**src/sv/battery_rc_model_step_defines.svh**
```systemverilog
// ----------------------------------------------------------------------------
// Battery RC model step - assertion macros
// Shared property wrappers, clocked on clock and masked during reset.
// ----------------------------------------------------------------------------
`ifndef BATTERY_RC_MODEL_STEP_DEFINES_SVH
`define BATTERY_RC_MODEL_STEP_DEFINES_SVH

// same-cycle implication
`define BRMS_ASSERT(lbl, ante, cons, msg) \
   lbl: assert property (@(posedge clock) disable iff (reset) (ante) |-> (cons)) \
      else $error(msg);

// next-cycle implication
`define BRMS_ASSERT_NEXT(lbl, ante, cons, msg) \
   lbl: assert property (@(posedge clock) disable iff (reset) (ante) |=> (cons)) \
      else $error(msg);

`endif

```
**src/sv/brms_pkg.sv**
```systemverilog
// ----------------------------------------------------------------------------
// Battery RC model step - package
// Types, register and table codes, and saturation shared by the block.
// ----------------------------------------------------------------------------
`default_nettype none

package brms_pkg;

   localparam int KEY_W      = 21;
   localparam int REQ_DATA_W = 176;
   localparam int RSP_DATA_W = 112;
   localparam int KEY_SCALE  = 20;
   localparam int SECONDS_PER_HOUR = 3600;

   localparam logic [2:0] REG_TIME_STEP  = 3'd0;
   localparam logic [2:0] REG_SOC_START  = 3'd1;
   localparam logic [2:0] REG_SOC_POINTS = 3'd2;
   localparam logic [2:0] REG_CUR_POINTS = 3'd3;
   localparam logic [2:0] REG_BRANCHES   = 3'd4;

   localparam logic [2:0] TBL_SOC_BP   = 3'd0;
   localparam logic [2:0] TBL_CUR_BP   = 3'd1;
   localparam logic [2:0] TBL_CAPACITY = 3'd2;
   localparam logic [2:0] TBL_OCV      = 3'd3;
   localparam logic [2:0] TBL_R0       = 3'd4;
   localparam logic [2:0] TBL_BR_R     = 3'd5;
   localparam logic [2:0] TBL_BR_C     = 3'd6;

   localparam logic [31:0] TIME_STEP_RST = 32'h0001_0000;
   localparam logic [4:0]  POINTS_RST    = 5'd16;
   localparam logic [2:0]  BRANCHES_RST  = 3'd2;

   localparam logic signed [31:0] S32_MAX = 32'sh7fff_ffff;
   localparam logic signed [31:0] S32_MIN = 32'sh8000_0000;
   localparam logic signed [63:0] S64_HI  = 64'sh0000_0000_7fff_ffff;
   localparam logic signed [63:0] S64_LO  = -64'sh0000_0000_8000_0000;

   typedef enum logic [4:0] {
      ST_IDLE, ST_WRITE, ST_PREP, ST_SRCH_RD, ST_SRCH_CMP, ST_CAP_MUL, ST_NUM_MUL,
      ST_SOC_DIV_GO, ST_SOC_DIV_WAIT, ST_SOC_KEY, ST_BR_START, ST_BR_RD, ST_BR_TAU,
      ST_BR_DIV1_GO, ST_BR_DIV1_WAIT, ST_BR_DIV2_GO, ST_BR_DIV2_WAIT, ST_BR_MUL,
      ST_BR_UPD, ST_OUT_MUL, ST_OUT_SUM, ST_FINISH
   } seq_state_type;

   typedef enum logic [1:0] {PH_FAST, PH_SLOW, PH_SOC} search_phase_type;

   typedef enum logic [1:0] {DV_IDLE, DV_RUN, DV_DONE} div_state_type;

   typedef struct packed {
      logic done;
      logic zero;
   } div_status_type;

   function automatic logic signed [31:0] sat32(input logic signed [63:0] v);
      logic signed [31:0] r;
      if (v > S64_HI) r = S32_MAX;
      else if (v < S64_LO) r = S32_MIN;
      else r = v[31:0];
      return r;
   endfunction

endpackage

`default_nettype wire

```
**src/sv/brms_div.sv**
```systemverilog
// ----------------------------------------------------------------------------
// Battery RC model step - divider
// Signed 64/64 division, one quotient bit a cycle, truncating toward zero,
// saturated to 32 bits; a zero divisor saturates by the numerator's sign.
// ----------------------------------------------------------------------------
`default_nettype none

module brms_div (
   input  logic                     clock,
   input  logic                     reset,
   input  logic                     start,
   input  logic signed [63:0]       num,
   input  logic signed [63:0]       den,
   output brms_pkg::div_status_type status,
   output logic signed [31:0]       quo
);

   brms_pkg::div_state_type state_ff, state_in;
   logic [63:0]        rem_ff, dmag_ff;
   logic [31:0]        low_ff, qacc_ff;
   logic [4:0]         cnt_ff;
   logic               neg_ff, zero_ff;
   logic signed [31:0] quo_ff;

   logic [63:0] nmag, dmag;
   logic        big;
   logic [64:0] trial, trial_sub;
   logic        qbit;
   logic [31:0] qfin;

   always_comb begin
      nmag = num[63] ? 64'(-num) : 64'(num);
      dmag = den[63] ? 64'(-den) : 64'(den);
      big  = {32'h0, nmag} >= {dmag, 32'h0};
      trial     = {rem_ff, low_ff[31]};
      trial_sub = trial - {1'b0, dmag_ff};
      qbit      = trial >= {1'b0, dmag_ff};
      qfin      = {qacc_ff[30:0], qbit};
   end

   always_comb begin
      state_in = state_ff;
      case (state_ff)
         brms_pkg::DV_IDLE: begin
            if (start) begin
               state_in = (den == '0 || big) ? brms_pkg::DV_DONE : brms_pkg::DV_RUN;
            end
         end
         brms_pkg::DV_RUN: begin
            if (cnt_ff == 5'd31) state_in = brms_pkg::DV_DONE;
         end
         brms_pkg::DV_DONE: state_in = brms_pkg::DV_IDLE;
         default:           state_in = brms_pkg::DV_IDLE;
      endcase
   end

   always_ff @(posedge clock) begin
      if (reset) begin
         state_ff <= brms_pkg::DV_IDLE;
         cnt_ff   <= '0;
         zero_ff  <= 1'b0;
      end else begin
         state_ff <= state_in;
         case (state_ff)
            brms_pkg::DV_IDLE: begin
               if (start) begin
                  cnt_ff  <= '0;
                  zero_ff <= (den == '0);
               end
            end
            brms_pkg::DV_RUN: cnt_ff <= cnt_ff + 5'd1;
            default: ;
         endcase
      end
   end

   always_ff @(posedge clock) begin
      case (state_ff)
         brms_pkg::DV_IDLE: begin
            if (start) begin
               neg_ff  <= num[63] ^ den[63];
               dmag_ff <= dmag;
               rem_ff  <= {32'h0, nmag[63:32]};
               low_ff  <= nmag[31:0];
               qacc_ff <= '0;
               if (den == '0) begin
                  if (num > 0)       quo_ff <= brms_pkg::S32_MAX;
                  else if (num < 0)  quo_ff <= brms_pkg::S32_MIN;
                  else               quo_ff <= '0;
               end else if (big) begin
                  quo_ff <= (num[63] ^ den[63]) ? brms_pkg::S32_MIN : brms_pkg::S32_MAX;
               end
            end
         end
         brms_pkg::DV_RUN: begin
            rem_ff  <= qbit ? trial_sub[63:0] : trial[63:0];
            low_ff  <= {low_ff[30:0], 1'b0};
            qacc_ff <= qfin;
            if (cnt_ff == 5'd31) begin
               if (neg_ff) begin
                  quo_ff <= (qfin > 32'h8000_0000) ? brms_pkg::S32_MIN : $signed(-qfin);
               end else begin
                  quo_ff <= qfin[31] ? brms_pkg::S32_MAX : $signed(qfin);
               end
            end
         end
         default: ;
      endcase
   end

   assign status.done = (state_ff == brms_pkg::DV_DONE);
   assign status.zero = zero_ff;
   assign quo         = quo_ff;

endmodule

`default_nettype wire

```
**config.mk**
```make
export PLATFORM = sky130hd
export DESIGN_NAME = brms_div
export DESIGN_NICKNAME = d
export VERILOG_FILES = /design/src/sv/battery_rc_model_step_defines.svh /design/src/sv/brms_pkg.sv /design/src/sv/brms_div.sv
export SDC_FILE = /design/constraint.sdc
export NUM_CORES = 1
export LEC_CHECK = 0
export BUFFER_PORTS_ARGS = -buffer_cell sky130_fd_sc_hd__buf_2
export CORE_AREA = 2 2 207 209
export DETAILED_ROUTE_END_ITERATION = 8
export DIE_AREA = 0 0 209 211
export PLACE_DENSITY_LB_ADDON = 0.08
export SLEW_MARGIN = 10
export SYNTH_ARGS = -nofsm -noshare
export SYNTH_HDL_FRONTEND = slang
export SYNTH_SLANG_ARGS = --single-unit
```
**constraint.sdc**
```tcl
create_clock -name clock -period 20 [get_ports clock]
set_clock_uncertainty 0.05 [all_clocks]
set_input_delay 6 -clock clock [delete_from_list [all_inputs] [get_ports clock]]
set_output_delay 6 -clock clock [all_outputs]
set_load 0.01 [all_outputs]
```
==> results of run 1 <==
-- state kept, by name, indices dropped and copies added, names as in the netlist --
signal	count
cnt_ff	5
state_ff	2
rem_ff	64
quo	32
low_ff	32
neg_ff	1
qacc_ff	31
zero_ff	1
dmag_ff	64
-- layout by cell type (no fill, tap or decap), drive strengths merged, types with 8 or more instances in the layout --
cell / synthesis / layout
a211oi: 17 / 17
a21o: 34 / 34
a21oi: 182 / 182
a31oi: 18 / 18
a32o: 8 / 8
and2: 33 / 33
and3: 10 / 10
and4: 10 / 10
buf: 17 / 181
clkbuf: 98 / 33
clkinv: 0 / 12
dfxtp: 8 / 8
edfxtp: 224 / 224
ha: 102 / 102
inv: 142 / 144
mux2i: 22 / 22
nand2: 161 / 161
nand2b: 24 / 24
nand3: 36 / 36
nand3b: 9 / 9
nand4: 48 / 48
nor2: 196 / 196
nor2b: 24 / 24
nor3: 50 / 50
nor4: 31 / 31
o211ai: 14 / 14
o21a: 10 / 10
o21ai: 159 / 159
o21bai: 13 / 13
o31ai: 49 / 49
o41ai: 26 / 26
or2: 16 / 16
or3: 33 / 33
or4: 27 / 27
xnor2: 103 / 103
xor2: 75 / 75
-- layer usage --
metal  vias to the layer above  global-route usage  share of wire
li1                       8080                   -              -
met1                      7944              0.3752           0.50
met2                       451              0.3936           0.44
met3                        56             0.02899          0.049
met4                         0             0.05616          0.016
met5                         -                   0              0
-- worst max-delay path, delay by kind of cell --
kind | cells | cell delay, ns
buffers and inverters | 2 | 0.50
AO/OA/AOI/OAI | 3 | 0.81
adder cells (fa/ha/maj) | 1 | 0.31
AND/OR/NAND/NOR | 14 | 4.86
XOR/XNOR | 1 | 0.15
-- stage by stage --
step | utilization | setup slack (ns) | hold slack, ns | instance area (sq um) | std cells
after floorplan | - | 8.278 | 0.3853 | 18550 | 2130
after global placement | 0.4731 | 7.020 | 0.3961 | 19760 | 2735
after detailed placement | 0.4731 | 6.843 | 0.4006 | 19760 | 2735
after CTS | 0.4964 | 7.464 | 0.4093 | 20730 | 2789
after global routing | 0.4964 | 6.922 | 0.4349 | 20730 | 2789
final | 0.4964 | 7.499 | 0.4050 | 20730 | 2789
-- final cells by class --
type	count	area (sq um)	share of cell area
clock buffers	33	740.7	0.03573
clock inverters	21	234.0	0.01129
inverters	142	535.5	0.02583
multi-input cells	1641	10710	0.5167
flip-flops and latches	232	6887	0.3322
well taps	539	674.4	0.03253
repair buffers	181	948.4	0.04575
-- worst max path at each step --
stage,from,endpoint,slack [ns],cells past startpoint
6_report,num[14],quo[23]$_DFFE_PP_,7.50,21
5_1_grt,num[14],quo[17]$_DFFE_PP_,6.92,21
4_1_cts,num[3],quo[23]$_DFFE_PP_,7.46,21
3_5_place_dp,num[3],quo[20]$_DFFE_PP_,6.84,21
3_3_place_gp,num[3],quo[14]$_DFFE_PP_,7.02,21
2_1_floorplan,num[30],quo[0]$_DFFE_PP_,8.28,20
-- report_power, final --
group / internal (mW) / total [mW] / switching (mW) / leakage [nW]
clock network: 0.320 / 0.542 / 0.222 / 0.468
registers: 0.615 / 0.650 / 0.0350 / 2.29
logic: 0.254 / 0.685 / 0.432 / 5.40
-- logic make-up (layout without fill, tap and decap cells) --
family,count (synthesis),count (layout),synth area share
AO/OA/AOI/OAI,604,604,0.2062
AND/OR/NAND/NOR,729,729,0.2005
XOR/XNOR,178,178,0.08404
multiplexers,27,27,0.01490
buffers and inverters,257,377,0.05328
adder cells (fa/ha/maj),103,103,0.06987
flip-flops,232,232,0.3712
==> impl_metrics.ini, run 1 <==
[clock_tree]
post_cts_buffers = 0
cts.path.max_buffers = 3
clock_sinks = 232
cts_root_buffer = clkbuf_16
cts.clk_slew.worst_paths_ns = 0.06
htree_levels = 1
cts_tree = yes
hold_buffers = 0
cts_buffers = 29
clock_latency_ns = 0.58
cts_resized = 0

[critical_path]
r2r_setup_slack_ns = 12.89
slowest_stage = nor4_1
cp_max_fo = 32
rr_worst_depth = 18
cpMostUsedCell = nor4_1
cp-start-kind = input port
slowest_delay_ns = 0.83
crit_path_end_kind = register
r2r_end = quo[17]$_DFFE_PP_
path_class = input port to register
arrival_ns = 12.68
cp.required_ns = 20.18
reg2reg_from = rem_ff[17]$_DFFE_PP_
crit_chain = buf_2 -> nor4_1 -> nand2_1 -> nor3_1 -> nand3_1 -> nor3_1 -> nand2_1 -> o41ai_1 -> xnor2_1 -> ha_1 -> nand4_1 -> nor4_1 -> and4_1 -> and3_1 -> nand4_1 -> or4_1 -> nor4_1 -> o311ai_0 -> nor2_2 -> a21o_1 -> buf_4

[synth]
synthCells = 2130
yosysMostFrequentCell = edfxtp_1
synth_enable_flop_cells = 224
synth_warnings = 0
synth_top_cell_by_area = edfxtp_1
synth_area_leaders = edfxtp_1 36%, ha_1 6.9%, a21oi_1 4.9%
synth_fp_nets = 2364
synth_flop_cell = edfxtp_1
synthTopCellsByCount = 224 x edfxtp_1, 195 x nor2_1, 182 x a21oi_1, 161 x nand2_1, 159 x o21ai_0
async_reset_ff_frac = 0
avgSynthCellArea_sq_um = 8.710
ys_ff_latch = 232
yosysSeqAreaShare = 0.3712
synth_area_sq_um = 18550
synth_top_area_share = 0.3626
yosys.cell_types.count = 82

[sta]
worst_slew_pin_slew_ns = 1.144
rsz0062_at_grt = false
period_share = 0.6250
slew_headroom = 0.2276
setup_viol = 0
hold_viol = 0
maxClockFrequency_mhz = 80.00
drv_slew = 0
tns_ns = 0
fin_crit_ns = 12.50

[route]
drc = 0
vias_per_cell = 5.927
antenna_left = 0
routed_wl_um = 57160
via_count = 16530
firstDrtPassIters = 8
drtIter0Drc = 1361
wl_per_cell_um = 20.49

[placement]
place.port_buffers = 164
hpwlAfterDp_um = 42790
place_congestion = 0.9057

[global_routing]
antenna_found_initial = 0
track_usage = 0.2523
grt_pass1_wl_um = 87780
grt_max_degree = 86
gr-total-overflow = 0
grt_pass1_vias = 15510

[power_and_ir_drop]
ir_worst_vdd_v = 0.00006911
design_power_total_mw = 1.877
p_per_area_nw_per_um2 = 90.57
p_leak_nw = 8.155

[hold_path]
holdCritStartpoint = zero_ff$_SDFFE_PP0P_
hold_path.class = register to register
min_delay_path_depth = 2
min_to = zero_ff$_SDFFE_PP0P_

[floorplanning]
die_y_um = 211
rows = 75
start_util = 0.4443
ioPinCount = 165
die_w_um = 209
die_area_sq_um = 44100
core_sq_um = 41760

[finish]
diodes = 0
final_net_count = 2461
fill_cells = 4033
drive_gt1_frac = 0.1267
syn2layout_area_growth_pct = 11.74

[run]
drv_cap = 0

[outcome]
status = finished clean
(Power assumes the default switching activity.)
==> run 2, diff against run 1 <==
--- a/config.mk
+++ b/config.mk
@@ -5,10 +5,11 @@
 export SDC_FILE = /design/constraint.sdc
 export NUM_CORES = 1
 export LEC_CHECK = 0
+export ABC_AREA = 1
 export BUFFER_PORTS_ARGS = -buffer_cell sky130_fd_sc_hd__buf_2
-export CORE_AREA = 2 2 207 209
+export CORE_AREA = 2 2 215 217
 export DETAILED_ROUTE_END_ITERATION = 8
-export DIE_AREA = 0 0 209 211
+export DIE_AREA = 0 0 217 219
 export PLACE_DENSITY_LB_ADDON = 0.08
 export SLEW_MARGIN = 10
 export SYNTH_ARGS = -nofsm -noshare
==> constraint.sdc (replaced) <==
create_clock -name clock -period 12.6 [get_ports clock]
set_clock_uncertainty 0.05 [all_clocks]
set_input_delay 3.78 -clock clock [delete_from_list [all_inputs] [get_ports clock]]
set_output_delay 3.78 -clock clock [all_outputs]
set_load 0.01 [all_outputs]
==> run 2 against run 1 <==
Effect of this change: sequential share of layout area fell by 2.5 points; power up 56%; die area up 7.8%; area after synthesis increased by 8.9%; core utilization rose by 0.081 points; critical path depth rose by 7; combinational power increased by 64%; synthesized cell count grew 37%; hold slack gained 0.018 ns.
==> impl_metrics.ini, run 2 <==
[finish]
layout_commonest_cell = nand2_1
final_net_count = 3291
diodes = 0
fill_cells = 4701
syn2layout_area_growth_pct = 11.02
drive_gt1_frac = 0.09525
layout_common_cells = 772 x nand2_1, 417 x nor2_1, 370 x inv_1
reg.largest.list = dmag_ff: 64 flops, rem_ff: 64 flops

[sta]
slew_headroom = 0.3728
hold_viol = 0
setup_viol = 0
maxClockFrequency_mhz = 129.3
hold_ws_ns = 0.4231
tns_ns = 0
worst_slew_pin_slew_ns = 0.9408
drv_slew = 0
fin_crit_ns = 7.734
period_share = 0.6138
rsz0062_at_grt = false

[route]
wl_per_cell_um = 18.70
drc = 0
firstDrtPassIters = 6
routed_wl_um = 68750
drtIter0Drc = 1873
via_count = 20060
antenna_left = 0
vias_per_cell = 5.457

[power_and_ir_drop]
pwr-share-seq = 0.354
p_leak_nw = 10.07
p_sw_mw = 1.166
combPwrFrac = 0.381
switching_share = 0.3974
pwr-share-clk = 0.265
p_per_area_nw_per_um2 = 130.8
p_int_mw = 1.767
ir_worst_vdd_v = 0.0001243

[clock_tree]
hold_buffers = 0
clock_sinks = 232
htree_levels = 1
cts_tree = yes
cts_buffers = 28
clock_latency_ns = 0.60
cts.clk_slew.worst_paths_ns = 0.06
cts.path.max_buffers = 3
cts_resized = 0
post_cts_buffers = 0
cts_root_buffer = clkbuf_16

[synth]
async_reset_ff_frac = 0
synth_fp_nets = 3154
synth_flop_cell = edfxtp_1
yosys.cell_types.count = 61
yosysSeqAreaShare = 0.3410
synthTopCellsByCount = 772 x nand2_1, 419 x nor2_1, 372 x inv_1, 224 x edfxtp_1, 191 x o21ai_0
synth_top_area_share = 0.3331
ys_ff_latch = 232
synthCells = 2920
synth_warnings = 0
synth_area_sq_um = 20190
yosysMostFrequentCell = nand2_1
avgSynthCellArea_sq_um = 6.916
synth_enable_flop_cells = 224
synth_top_cell_by_area = edfxtp_1
synth_area_leaders = edfxtp_1 33%, nand2_1 14%, nor2_1 7.8%

[critical_path]
r2r_setup_slack_ns = 7.36
arrival_ns = 7.93
cp_max_fo = 32
path_delay_family = simple AND/OR/NAND/NOR gates
crit_path_end_kind = register
path_buf_inv = 3
slowest_delay_ns = 0.38
cpMostUsedCell = nand2_1
cp-start-kind = input port
slowest_stage = buf_4
path_class = input port to register
reg2reg_from = rem_ff[31]$_DFFE_PP_
r2r_end = quo[16]$_DFFE_PP_
cp.required_ns = 12.80
rr_worst_depth = 19

[global_routing]
grt_use_met2 = 0.4325
gr-total-overflow = 0
grt_max_degree = 79
antenna_found_initial = 0
track_usage = 0.2839
top_usage_layer = met2
met3_usage = 0.03978
grt_pass1_wl_um = 105100
grt_use_met1 = 0.4246
grt_pass1_vias = 18780

[hold_path]
min_delay_path_depth = 2
min_to = cnt_ff[4]$_SDFFE_PP0P_
holdCritStartpoint = cnt_ff[4]$_SDFFE_PP0P_
hold_path.class = register to register

[floorplanning]
die_area_sq_um = 47520
start_util = 0.4479
core_sq_um = 45090
rows = 78
die_w_um = 217
die_y_um = 219
ioPinCount = 165

[run]
drv_cap = 0

[outcome]
status = finished clean

[placement]
hpwlAfterDp_um = 55490
place.port_buffers = 164
place_congestion = 0.9766
run 2: how the worst max path moves through the flow:
stage,from,endpoint,cells past startpoint
2_1_floorplan,start,quo[0]$_DFFE_PP_,6
3_3_place_gp,num[19],quo[3]$_DFFE_PP_,27
4_1_cts,num[0],quo[5]$_DFFE_PP_,30
5_1_grt,num[25],quo[12]$_DFFE_PP_,28
3_5_place_dp,num[0],quo[4]$_DFFE_PP_,30
6_report,num[25],quo[5]$_DFFE_PP_,28
run 2: power groups by stage:
| stage | sequential, mW | clock, mW | combinational, mW |
|---|---|---|---|
| 6_report | 1.04 | 0.776 | 1.12 |
| 5_1_grt | 1.05 | 0.819 | 1.24 |
| 4_1_cts | 1.04 | 0.793 | 1.10 |
| 3_5_place_dp | 1.05 | 0 | 1.09 |
| 3_3_place_gp | 1.05 | 0 | 1.09 |
| 2_1_floorplan | 1.04 | 0 | 0.779 |
run 2: metrics by stage:
stage / util / instances / area (sq um) / power, mW / worst slack (ns)
5_1_grt: 0.4972 / 3676 / 22420 / 3.111 / 4.258
6_report: 0.4972 / 3676 / 22420 / 2.933 / 4.866
3_3_place_gp: 0.4781 / 3627 / 21560 / 2.140 / 4.375
2_1_floorplan: - / 2920 / 20190 / 1.818 / 2.451
3_5_place_dp: 0.4781 / 3627 / 21560 / 2.146 / 4.305
4_1_cts: 0.4972 / 3676 / 22420 / 2.930 / 4.941
run 2: logic make-up (layout without fill, tap and decap cells):
logic type                 Yosys count  in the layout  synth area share
AOI/OAI and AO/OA                  476            476            0.1304
xor gates and xnor gates           129            129           0.05595
adders and majority gates          103            103           0.06419
buffers and inverters              446            602           0.08550
DFF                                232            232            0.3410
and+or+nand+nor                   1534           1534            0.3229
run 2: area by class of cell:
cell class / instances / area [sq um] / area share
Multi-Input combinational cell: 2242 / 11600 / 0.5172
Clock buffer: 35 / 726.9 / 0.03243
Clock inverter: 14 / 135.1 / 0.006027
Inverter: 379 / 1428 / 0.06368
Sequential cell: 232 / 6887 / 0.3072
Timing Repair Buffer: 174 / 895.9 / 0.03996
Tap cell: 600 / 750.7 / 0.03349
run 2: tightest hold or removal path, delay by kind of cell (launching register included):
family | cells | cell delay (ns)
AO/OA/AOI/OAI | 1 | 0.05
AND/OR/NAND/NOR | 1 | 0.06
flip-flops | 1 | 0.31
run 2: routing by layer:
| layer | vias up | share of wire |
|---|---|---|
| li1 | 9888 | - |
| met2 | 697 | 0.42 |
| met3 | 90 | 0.069 |
| met4 | 0 | 0.023 |
| met5 | - | 0 |
| met1 | 9385 | 0.49 |
